==> config.mk <==
export PLATFORM = sky130hd
export DESIGN_NAME = tfuc_ctrl
export DESIGN_NICKNAME = d
export VERILOG_FILES = /design/src/hw/rtl/tfuc_pkg.sv /design/src/hw/rtl/tfuc_ctrl.sv
export VERILOG_INCLUDE_DIRS = /design/src /design/src/hw/rtl
export SDC_FILE = /design/constraint.sdc
export NUM_CORES = 1
export LEC_CHECK = 0
export BUFFER_PORTS_ARGS = -buffer_cell sky130_fd_sc_hd__buf_2
export CORE_MARGIN = 8
export CORE_UTILIZATION = 40
export CTS_CLUSTER_SIZE = 12
export DETAILED_ROUTE_END_ITERATION = 6
export GPL_TIMING_DRIVEN = 0
export PLACE_DENSITY = 0.76
export SKIP_LAST_GASP = 1
export SLEW_MARGIN = 10
export SYNTH_ARGS = -nofsm -noshare
export SYNTH_HDL_FRONTEND = slang
export SYNTH_SLANG_ARGS = --single-unit
==> constraint.sdc <==
create_clock -name i_clk -period 3.4 [get_ports i_clk]
set_clock_uncertainty 0.1 [all_clocks]
set_input_delay 0.68 -clock i_clk [delete_from_list [all_inputs] [get_ports i_clk]]
set_output_delay 0.68 -clock i_clk [all_outputs]
set_load 0.03 [all_outputs]
==> src/hw/rtl/assert_macros.svh <==
// Assertion macros shared by the RTL modules.
`ifndef ASSERT_MACROS_SVH
`define ASSERT_MACROS_SVH

// Property that must hold at every clock edge outside reset.
`define ASSERT_CLK(label, prop, msg) \
    label: assert property (@(posedge i_clk) disable iff (!i_rst_n) prop) else $error(msg);

// Condition that must never be true outside reset.
`define ASSERT_NEVER(label, expr, msg) \
    label: assert property (@(posedge i_clk) disable iff (!i_rst_n) !(expr)) else $error(msg);

`endif

==> src/hw/rtl/tfuc_pkg.sv <==
// Package with constants, palette and controller/datapath types of the upscaler.
package tfuc_pkg;

    localparam int DEF_FRAME_ROWS = 24;
    localparam int DEF_FRAME_COLS = 32;

    // Bilinear weights in 512ths and the final shift.
    localparam int WGT_ONE  = 512;
    localparam int WGT_STEP = 102;
    localparam int SUB_N    = 5;
    localparam int ACC_SHIFT = 18;

    // Normalization offsets.
    localparam int T_OFS  = 400;
    localparam int HI_OFS = 390;
    localparam int LO_OFS = 430;
    localparam int SPAN_OFS = 40;
    localparam int LEVEL_MAX = 255;

    localparam int OP_LOAD   = 0;
    localparam int OP_RENDER = 1;

    // Commands from the controller to the datapath.
    typedef struct packed {
        logic       load;
        logic       cell_cap;
        logic       rd_en;
        logic [1:0] rd_sel;
        logic       p_cap;
        logic [1:0] p_sel;
        logic       mul_en;
        logic [2:0] mul_step;
        logic       div_init;
        logic       div_en;
        logic [2:0] div_bit;
        logic [2:0] sx;
        logic [2:0] sy;
    } t_cmd;

    // Status from the datapath to the controller.
    typedef struct packed {
        logic frame_ready;
    } t_sts;

    localparam logic [15:0] HEAT_PALETTE [256] = '{
        16'h0000,16'h0000,16'h0000,16'h0001,16'h0001,16'h0002,16'h0002,16'h0003,
        16'h0003,16'h0004,16'h0004,16'h0005,16'h0005,16'h0006,16'h0006,16'h0007,
        16'h0007,16'h0008,16'h0008,16'h0009,16'h0009,16'h000A,16'h000A,16'h000B,
        16'h000B,16'h000C,16'h000C,16'h000D,16'h000D,16'h000E,16'h000E,16'h000F,
        16'h000F,16'h000F,16'h0010,16'h0010,16'h0011,16'h0011,16'h0012,16'h0012,
        16'h0013,16'h0013,16'h0014,16'h0014,16'h0015,16'h0015,16'h0016,16'h0016,
        16'h0017,16'h0017,16'h0018,16'h0018,16'h0019,16'h0019,16'h001A,16'h001A,
        16'h001B,16'h001B,16'h001C,16'h001C,16'h001D,16'h001D,16'h001E,16'h001E,
        16'h001E,16'h001E,16'h003D,16'h005D,16'h007C,16'h009C,16'h00BB,16'h00DB,
        16'h00FA,16'h011A,16'h0139,16'h0159,16'h0178,16'h0198,16'h01B7,16'h01D7,
        16'h01F6,16'h0216,16'h0235,16'h0255,16'h0274,16'h0294,16'h02B3,16'h02D3,
        16'h02F2,16'h0312,16'h0331,16'h0351,16'h0370,16'h0390,16'h03AF,16'h03CF,
        16'h03EF,16'h040E,16'h042E,16'h044D,16'h046D,16'h048C,16'h04AC,16'h04CB,
        16'h04EB,16'h050A,16'h052A,16'h0549,16'h0569,16'h0588,16'h05A8,16'h05C7,
        16'h05E7,16'h0606,16'h0626,16'h0645,16'h0665,16'h0684,16'h06A4,16'h06C3,
        16'h06E3,16'h0702,16'h0722,16'h0741,16'h0761,16'h0780,16'h07A0,16'h07C0,
        16'h07E0,16'h07E0,16'h07E0,16'h0FE0,16'h0FE0,16'h17E0,16'h17E0,16'h1FE0,
        16'h1FE0,16'h27E0,16'h27E0,16'h2FE0,16'h2FE0,16'h37E0,16'h37E0,16'h3FE0,
        16'h3FE0,16'h47E0,16'h47E0,16'h4FE0,16'h4FE0,16'h57E0,16'h57E0,16'h5FE0,
        16'h5FE0,16'h67E0,16'h67E0,16'h6FE0,16'h6FE0,16'h77E0,16'h77E0,16'h7FE0,
        16'h7FE0,16'h7FE0,16'h87E0,16'h87E0,16'h8FE0,16'h8FE0,16'h97E0,16'h97E0,
        16'h9FE0,16'h9FE0,16'hA7E0,16'hA7E0,16'hAFE0,16'hAFE0,16'hB7E0,16'hB7E0,
        16'hBFE0,16'hBFE0,16'hC7E0,16'hC7E0,16'hCFE0,16'hCFE0,16'hD7E0,16'hD7E0,
        16'hDFE0,16'hDFE0,16'hE7E0,16'hE7E0,16'hEFE0,16'hEFE0,16'hF7E0,16'hF7E0,
        16'hFFC0,16'hFFA0,16'hFF80,16'hFF60,16'hFF40,16'hFF20,16'hFF00,16'hFEE0,
        16'hFEC0,16'hFEA0,16'hFE80,16'hFE60,16'hFE40,16'hFE20,16'hFE00,16'hFDE0,
        16'hFDC0,16'hFDA0,16'hFD80,16'hFD60,16'hFD40,16'hFD20,16'hFD00,16'hFCE0,
        16'hFCC0,16'hFCA0,16'hFC80,16'hFC60,16'hFC40,16'hFC20,16'hFC00,16'hFBE0,
        16'hFBC0,16'hFBA0,16'hFB80,16'hFB60,16'hFB40,16'hFB20,16'hFB00,16'hFAE0,
        16'hFAC0,16'hFAA0,16'hFA80,16'hFA60,16'hFA40,16'hFA20,16'hFA00,16'hF9E0,
        16'hF9C0,16'hF9A0,16'hF980,16'hF960,16'hF940,16'hF920,16'hF900,16'hF8E0,
        16'hF8C0,16'hF8A0,16'hF880,16'hF860,16'hF840,16'hF820,16'hF800,16'hF800
    };

endpackage

==> src/hw/rtl/tfuc_ctrl.sv <==
// Controller: sequences memory reads, multiplies, division and result output.
`include "assert_macros.svh"
module tfuc_ctrl (
    input  logic           i_clk,
    input  logic           i_rst_n,
    input  logic           i_in_valid,
    input  logic           i_in_op,
    output logic           o_in_ready,
    output logic           o_out_valid,
    input  logic           i_out_ready,
    output logic           o_last,
    input  tfuc_pkg::t_sts i_sts,
    output tfuc_pkg::t_cmd o_cmd
);
    import tfuc_pkg::*;

    typedef enum logic [2:0] {
        ST_IDLE, ST_READ, ST_MUL, ST_DIVP, ST_DIV, ST_EMIT
    } t_state;

    t_state     r_state, n_state;
    logic [2:0] r_cnt, n_cnt;
    logic [2:0] r_sx, n_sx, r_sy, n_sy;
    logic       acc_in;

    assign acc_in      = i_in_valid && o_in_ready;
    assign o_in_ready  = (r_state == ST_IDLE);
    assign o_out_valid = (r_state == ST_EMIT);
    assign o_last      = (32'(r_sx) == SUB_N - 1) && (32'(r_sy) == SUB_N - 1);

    // Next state and commands.
    always_comb begin
        n_state = r_state;
        n_cnt   = r_cnt;
        n_sx    = r_sx;
        n_sy    = r_sy;
        o_cmd   = '0;
        o_cmd.sx       = r_sx;
        o_cmd.sy       = r_sy;
        o_cmd.rd_sel   = r_cnt[1:0];
        o_cmd.p_sel    = 2'(r_cnt - 3'd1);
        o_cmd.mul_step = r_cnt;
        o_cmd.div_bit  = r_cnt;
        case (r_state)
            ST_IDLE: begin
                if (acc_in) begin
                    if (i_in_op == 1'(OP_LOAD)) begin
                        o_cmd.load = 1'b1;
                    end else if (i_sts.frame_ready) begin
                        o_cmd.cell_cap = 1'b1;
                        n_state = ST_READ;
                        n_cnt   = '0;
                        n_sx    = '0;
                        n_sy    = '0;
                    end
                end
            end
            ST_READ: begin
                o_cmd.rd_en = (r_cnt < 3'd4);
                o_cmd.p_cap = (r_cnt != 3'd0);
                if (r_cnt == 3'd4) begin
                    n_state = ST_MUL;
                    n_cnt   = '0;
                end else begin
                    n_cnt = r_cnt + 3'd1;
                end
            end
            ST_MUL: begin
                o_cmd.mul_en = 1'b1;
                if (r_cnt == 3'd5) begin
                    n_state = ST_DIVP;
                end else begin
                    n_cnt = r_cnt + 3'd1;
                end
            end
            ST_DIVP: begin
                o_cmd.div_init = 1'b1;
                n_state = ST_DIV;
                n_cnt   = 3'd7;
            end
            ST_DIV: begin
                o_cmd.div_en = 1'b1;
                if (r_cnt == 3'd0) begin
                    n_state = ST_EMIT;
                end else begin
                    n_cnt = r_cnt - 3'd1;
                end
            end
            ST_EMIT: begin
                if (i_out_ready) begin
                    n_cnt = '0;
                    if (o_last) begin
                        n_state = ST_IDLE;
                    end else begin
                        n_state = ST_MUL;
                        if (32'(r_sx) == SUB_N - 1) begin
                            n_sx = '0;
                            n_sy = r_sy + 3'd1;
                        end else begin
                            n_sx = r_sx + 3'd1;
                        end
                    end
                end
            end
            default: begin
                n_state = ST_IDLE;
            end
        endcase
    end

    // State and counters.
    always_ff @(posedge i_clk) begin
        if (!i_rst_n) begin
            r_state <= ST_IDLE;
            r_cnt   <= '0;
            r_sx    <= '0;
            r_sy    <= '0;
        end else begin
            r_state <= n_state;
            r_cnt   <= n_cnt;
            r_sx    <= n_sx;
            r_sy    <= n_sy;
        end
    end

    `ASSERT_CLK(a_last_idle, (o_out_valid && i_out_ready && o_last) |=> (r_state == ST_IDLE), "no return to idle")
    `ASSERT_CLK(a_one_cmd, $onehot0({o_cmd.load, o_cmd.cell_cap, o_cmd.mul_en, o_cmd.div_init, o_cmd.div_en}), "overlapping commands")
    `ASSERT_NEVER(a_sub_range, (32'(r_sx) >= SUB_N) || (32'(r_sy) >= SUB_N), "sub-pixel out of range")
endmodule

==> results by group, run 1 <==
Run status
  – Status: complete, no violations

Synth
  – Seq/Total Area, Yosys: 0.229
  – Number of enable flip-flop cells after synthesis: 0
  – Netlist cell types: 46
  – Top FF cell, synth: dfxtp_1
  – Top post-synthesis cells by area: dfxtp_1, ha_1, a21oi_1
  – Synthesized area per cell: between 7 and 8 um2
  – Ys async rst share: 0
  – Dominant cell type by area after synthesis: dfxtp_1
  – Syn_nets: 149
  – Post-Syn Area: between 1000 and 1500 um2
  – Synth warnings: 0
  – Synth top area share: 0.229
  – Synth Instances: around 140
  – Yosys reg bits: 12

Timing
  – Max transition margin: 0.668
  – Worst Tran Pin Value: 0.496 ns
  – RSZ-0062 raised after global routing: no
  – Endpoints failing hold: 0
  – Final hold slack: between 0.4 and 0.5 ns
  – Setup violations, final: 0
  – Setup ws final: 0.878 ns
  – Fin crit period: around 2.5 ns
  – Max Fclk: a little under 400 MHz
  – Period utilisation layout: 0.742
  – Setup TNS: 0 ns
  – Final Slew Violations: 0

CTS
  – Clock buffer depth: 2
  – CTS tree: yes
  – Post-cts resize count: 0
  – H-tree depth: 1
  – Inserted Clock Buffers: 3
  – Clk_lat worst skew: about 0.28 ns
  – Clk root buf: clkbuf_4
  – Setup Buffers After CTS: 0
  – Clock-pin slew on the worst setup and hold paths: roughly 0.090 ns
  – CTS Sinks: 12
  – Cts hold-fix bufs: 0

Pwr
  – Static leakage: ~0.60 nW
  – Psw: between 0.5 and 0.6 mW
  – Combinational fraction of design power: 0.684
  – IR drop worst, VDD: approximately 0.00058 V
  – Power Density: approximately 820 nW/um2
  – Clock power frac: 0.114
  – Flop pwr share: 0.202
  – Power, Total: roughly 1.0 mW
  – Internal power: ~0.49 mW
  – Sw Ratio: 0.526

Cells and area
  – Share of layout cells above drive strength 1: 0.302
  – Commonest cells after routing, fill and taps aside: buf_2, a21oi_1, dfxtp_1
  – Final antenna diode count: 0
  – Commonest non-fill, non-tap cell in the layout: buf_2
  – Fin cells: approximately 200
  – Final instance area: about 1300 um2
  – Layout Area Growth over Synthesis: 21.4%
  – Final Util: 0.514
  – Nets: 184

Drt
  – Routed WL: approximately 2900 um
  – Detailed Route Iter0 Violations: 62
  – Drt via density: around 5.7
  – Antenna Violating Nets Remaining: 0
  – # DRC: 0
  – Drt pass-1 iters: 4
  – Per-cell routed wire length: 14.4 um
  – Via count: ~1100

Floorplanning
  – Initial Utilization: 0.423
  – Rows: 18
  – Die width: about 67 um
  – Num ports: 32
  – DIE HEIGHT: roughly 67 um
  – Die ar.: approximately 4500 um2
  – Core area: between 2000 and 2500 um2

Placed design
  – DP Worst Slack: 1.18 ns
  – Port bufs: 30
  – Gp weighted congestion: a little under 0.9
  – DP Area: 1240 um2
  – DP HPWL: between 2000 and 2500 um
  – Dpl cells: between 150 and 200

Global route
  – Met1 Resource Use GR: 0.145
  – Initial antenna violation count: 0
  – Top Usage Layer GRT: met2
  – Met3 Use GR: 0.0248
  – GRT Residual Overflow: 0
  – GRT Total Usage: 0.131
  – Met2 track demand over resource: 0.238
  – First-pass GRT wire length: about 4700 um
  – Vias in the first global route: 1050
  – Largest net degree at the start of global routing: 11

Critical path
  – Worst Path Arrival: about 1.7 ns
  – CP Max Fanout: 8
  – Flop2flop setup slack: between 1 and 1.5 ns
  – CP Class: reg -> out
  – Startpoint Class: flop
  – Req. time, crit path: between 2 and 3 ns
  – CP endpoint kind: primary output

Min path
  – Worst min-delay path class: reg -> reg

Flow run
  – Maximum Capacitance Violations: 0
## state kept, by name (all words and copies together) (netlist names)
signal,cells
r_cnt,3
r_state,3
r_sx,3
r_sy,3
## layer usage
layer,share of wire,vias up
met5,0,-
met4,0.010,0
met3,0.053,4
met2,0.51,31
met1,0.43,536
li1,-,557
## power groups by stage
stage,clock network (mW),registers [mW],logic [mW]
floorplan,0,0.248,0.504
global placement,0,0.211,0.693
detailed placement,0,0.213,0.711
CTS,0.119,0.210,0.713
global route,0.128,0.217,0.774
finish,0.118,0.210,0.711
## worst max-delay path, cell delays in order (launching register included)
cell	delay, ns
dfxtp_1	0.48
inv_1	0.15
ha_1	0.28
nor2b_1	0.17
nor3_1	0.16
buf_2	0.23
## synth_stat cells, types with 2 or more instances
cell type  instances
a21oi_1           14
a311oi_1           2
and2_1             5
buf_2              3
buf_4              5
clkbuf_1           3
dfxtp_1           12
ha_1               8
inv_1             10
inv_2              2
nand2_1            7
nand2b_1           3
nand3_1            4
nor2_1             5
nor2b_1            4
nor3_1             2
o211ai_1           2
o21ai_0            4
o221a_2            2
o31ai_1            8
or4_1              5
## cells by family after synthesis
group / synth area share
AO/OA/AOI/OAI: 0.265
XOR/XNOR: 0.00835
adder cells (fa/ha/maj): 0.0955
buffers and inverters: 0.118
flip-flops: 0.229
multiplexers: 0.00955
AND/OR/NAND/NOR: 0.274
## worst paths after layout
path / startpoint / end / cells after the start
min reg2reg: r_sy[1] / r_sy[1] / 2
min: r_sy[1] / r_sy[1] / 2
max: r_cnt[0] / o_cmd[17] / 5
max reg2reg: r_cnt[0] / r_cnt[1] / 6
## area by class of cell
type / count / area [um2]
fillers: 268 / 1200
multi-input cells: 98 / 684
well taps: 30 / 37.5
inverters: 12 / 45.0
repair buffers: 30 / 150
plain buffers: 13 / 78.8
clock buffers: 4 / 36.3
flip-flops and latches: 12 / 240
Note: power is estimated with default switching activity, not from simulation.
==> run 2, diff against run 1 <==
--- a/config.mk
+++ b/config.mk
@@ -6,13 +6,14 @@
 export SDC_FILE = /design/constraint.sdc
 export NUM_CORES = 1
 export LEC_CHECK = 0
+export ABC_AREA = 1
 export BUFFER_PORTS_ARGS = -buffer_cell sky130_fd_sc_hd__buf_2
 export CORE_MARGIN = 8
 export CORE_UTILIZATION = 40
 export CTS_CLUSTER_SIZE = 12
 export DETAILED_ROUTE_END_ITERATION = 6
 export GPL_TIMING_DRIVEN = 0
-export PLACE_DENSITY = 0.76
+export PLACE_DENSITY = 0.78
 export SKIP_LAST_GASP = 1
 export SLEW_MARGIN = 10
 export SYNTH_ARGS = -nofsm -noshare
==> constraint.sdc (replaced) <==
create_clock -name i_clk -period 2.1 [get_ports i_clk]
set_clock_uncertainty 0.1 [all_clocks]
set_input_delay 0.42 -clock i_clk [delete_from_list [all_inputs] [get_ports i_clk]]
set_output_delay 0.42 -clock i_clk [all_outputs]
set_load 0.03 [all_outputs]
==> results by group, run 2 <==
Run status
  – Status: complete, no violations (unchanged)

Cells and area
  – Nets: 216 (was 184)
  – Final instance area: 1290 um2 (was 1270 um2)
  – Area of the multi-input gates: 648 um2 (was 684 um2)
  – Fillers: 258 (was 268)
  – Share of layout cells above drive strength 1: 0.323 (was 0.302)
  – Final antenna diode count: 0 (unchanged)
  – Commonest cells after routing, fill and taps aside: nand2_1, buf_2, inv_1 (was buf_2, a21oi_1, dfxtp_1)
  – Commonest non-fill, non-tap cell in the layout: nand2_1 (was buf_2)
  – Layout Area Growth over Synthesis: 22.1% (was 21.4%)
  – Sequential cell area: 243 um2 (was 240 um2)

CTS
  – Clk_lat worst skew: 0.27 ns (was 0.28 ns)
  – Clock-pin slew on the worst setup and hold paths: 0.07 ns (was 0.09 ns)
  – CTS tree: yes (unchanged)
  – Post-cts resize count: 0 (unchanged)
  – Clock buffer depth: 2 (unchanged)
  – CTS Sinks: 12 (unchanged)
  – Setup Buffers After CTS: 0 (unchanged)
  – H-tree depth: 1 (unchanged)
  – Cts hold-fix bufs: 0 (unchanged)
  – Clk root buf: clkbuf_4 (unchanged)
  – Inserted Clock Buffers: 3 (unchanged)

Timing
  – Setup TNS: 0 ns (unchanged)
  – Setup violations, final: 0 (unchanged)
  – Final Slew Violations: 0 (unchanged)
  – Worst Tran Pin Value: 0.321 ns (was 0.496 ns)
  – Max transition margin: 0.784 (was 0.668)
  – Max Fclk: between 500 and 600 MHz
  – Period utilisation layout: 0.924
  – Endpoints failing hold: 0 (unchanged)
  – Setup ws final: 0.160 ns (was 0.878 ns)
  – RSZ-0062 raised after global routing: no (unchanged)
  – Fin crit period: roughly 1.9 ns

Critical path
  – Worst Path Buf+Inv: 3 (was 2)
  – CP endpoint kind: primary output (unchanged)
  – Startpoint Class: flop (unchanged)
  – CP Max Fanout: 7 (was 8)
  – Largest delay contributor family on the critical path: flip-flops (unchanged)
  – CP Class: reg -> out (unchanged)
  – Worst Path Arrival: 1.42 ns (was 1.74 ns)
  – Max incr delay on CP: 0.38 ns (was 0.48 ns)
  – Crit path top cell by count: inv_1
  – Critical-path top delay cell: dfxtp_2 (was dfxtp_1)
  – Req. time, crit path: 1.58 ns (was 2.62 ns)
  – Crit-path cells: inv_1, ha_1, inv_1, nor2_1, nor2_2, buf_2 (was inv_1, ha_1, nor2b_1, nor3_1, buf_2)

Drt
  – Drt via density: 4.65 (was 5.67)
  – Antenna Violating Nets Remaining: 0 (unchanged)
  – Drt pass-1 iters: 4 (unchanged)
  – Per-cell routed wire length: 10.2 um (was 14.4 um)
  – # DRC: 0 (unchanged)
  – Routed WL: 2350 um (was 2860 um)
  – Detailed Route Iter0 Violations: 19 (was 62)
  – Via count: 1074 (was 1128)

Synth
  – Post-synth top cells: nand2_1, inv_1, nand3_1 (was a21oi_1, dfxtp_1, inv_1)
  – Dominant cell type by area after synthesis: dfxtp_1 (unchanged)
  – Netlist cell types: 25 (was 46)
  – Synth Instances: 166 (was 135)
  – Top FF cell, synth: dfxtp_1 (unchanged)
  – Main combinational cell family by area after synthesis: simple AND/OR/NAND/NOR gates (unchanged)
  – Synth Area in Compound Gates: 0.0959 (was 0.265)
  – Synthesized area per cell: 6.37 um2 (was 7.77 um2)
  – Synth top area share: 0.227 (was 0.229)
  – Post-Syn Area: 1060 um2 (was 1050 um2)
  – Ys async rst share: 0 (unchanged)
  – Top-count cell post-synth: nand2_1 (was a21oi_1)
  – Number of enable flip-flop cells after synthesis: 0 (unchanged)
  – Seq/Total Area, Yosys: 0.227 (was 0.229)
  – Syn_nets: 180 (was 149)
  – Synth warnings: 0 (unchanged)
  – Multiplexer area fraction after synthesis: 0 (was 0.00955)
  – Top post-synthesis cells by area: dfxtp_1, nand2_1, ha_1 (was dfxtp_1, ha_1, a21oi_1)
  – Post-Synth Simple-Gate Area: 0.404 (was 0.274)
  – Yosys reg bits: 12 (unchanged)
  – Post-synthesis adder-cell area fraction: 0.0947 (was 0.0955)
  – Synth Area in XOR/XNOR: 0.0166 (was 0.00835)

Floorplanning
  – Num ports: 32 (unchanged)
  – Initial Utilization: 0.423 (about the same)
  – Die ar.: 4540 um2 (was 4520 um2)
  – DIE HEIGHT: 67.4 um (was 67.2 um)
  – Die width: 67.4 um (was 67.2 um)
  – Core area: 2500 um2 (was 2480 um2)
  – Rows: 18 (unchanged)

Placed design
  – Port bufs: 31 (was 30)
  – DP Area: 1250 um2 (was 1240 um2)
  – DP Worst Slack: 0.334 ns (was 1.18 ns)
  – Gp weighted congestion: 0.886 (was 0.885)
  – DP HPWL: 1920 um (was 2260 um)

Pwr
  – Power Density: 1000 nW/um2 (was 816 nW/um2)
  – IR drop worst, VDD: 0.000642 V (was 0.000578 V)
  – Static leakage: 0.717 nW (was 0.605 nW)

Global route
  – Initial antenna violation count: 0 (unchanged)
  – Vias in the first global route: 920 (was 1050)
  – First-pass GRT wire length: 3930 um (was 4710 um)
  – Largest net degree at the start of global routing: 11 (unchanged)
  – GRT Residual Overflow: 0 (unchanged)
  – GRT Total Usage: 0.108 (was 0.131)

Min path
  – Worst min-delay path class: in -> reg (was reg -> reg)

Flow run
  – Maximum Capacitance Violations: 0 (unchanged)
==> run 2: cell count changes in the layout (fill, tap and decap cells not counted), moves of 6 or more <==
cell	previous run	this run
nor2_1	5	14
o31ai_1	8	0
nor2_2	0	6
nand2_1	7	42
nand3_1	4	17
inv_1	10	23
==> run 2: cells by family after synthesis <==
group / count (synthesis)
simple gates: 91
flops: 12
compound gates: 18
xor+xnor: 2
fa+ha+maj: 8
buf+inv: 35
==> run 2: tightest hold or removal path: cells and delay by family <==
| family | cells | cell delay (ns) |
|---|---|---|
| buffers and inverters | 1 | 0.11 |
| and+or+nand+nor | 2 | 0.10 |
==> run 2: area by class of cell <==
class | instances | share of cell area
Inverter | 27 | 0.0824
Multi-Input combinational cell | 119 | 0.502
Sequential cell | 12 | 0.188
Timing Repair Buffer | 31 | 0.120
Buffer | 8 | 0.0504
Clock buffer | 4 | 0.0281
Tap cell | 30 | 0.0291
==> run 2: final timing paths <==
kind / from / to / slack [ns] / depth (start not counted)
worst min-delay path: i_rst_n / r_sy[0] / 0.29 / 3
worst min register to register: r_sx[0] / r_sx[0] / 0.41 / 2
worst max-delay path: r_cnt[0] / o_cmd[17] / 0.16 / 6
worst max register to register: r_cnt[0] / r_cnt[0] / 0.47 / 9
==> run 2: per-layer routing <==
layer / GRT usage / routed length, um
met5: 0 / 0
met4: 0.0313 / 0
met2: 0.180 / 1150
met1: 0.130 / 1080
met3: 0.0331 / 118
==> run 2: metrics by stage <==
step	total power [mW]	cells	utilization	hold slack (ns)
2_1_floorplan	0.952	166	-	0.446
3_3_place_gp	1.11	227	0.501	0.388
3_5_place_dp	1.12	227	0.501	0.398
4_1_cts	1.31	231	0.516	0.287
5_1_grt	1.41	231	0.517	0.282
6_report	1.30	231	0.517	0.294
==> run 2: power by group <==
group / switching, mW / internal (mW) / total [mW]
clock: 0.0762 / 0.105 / 0.181
sequential: 0.0464 / 0.273 / 0.320
combinational: 0.543 / 0.253 / 0.796
total: 0.666 / 0.632 / 1.30
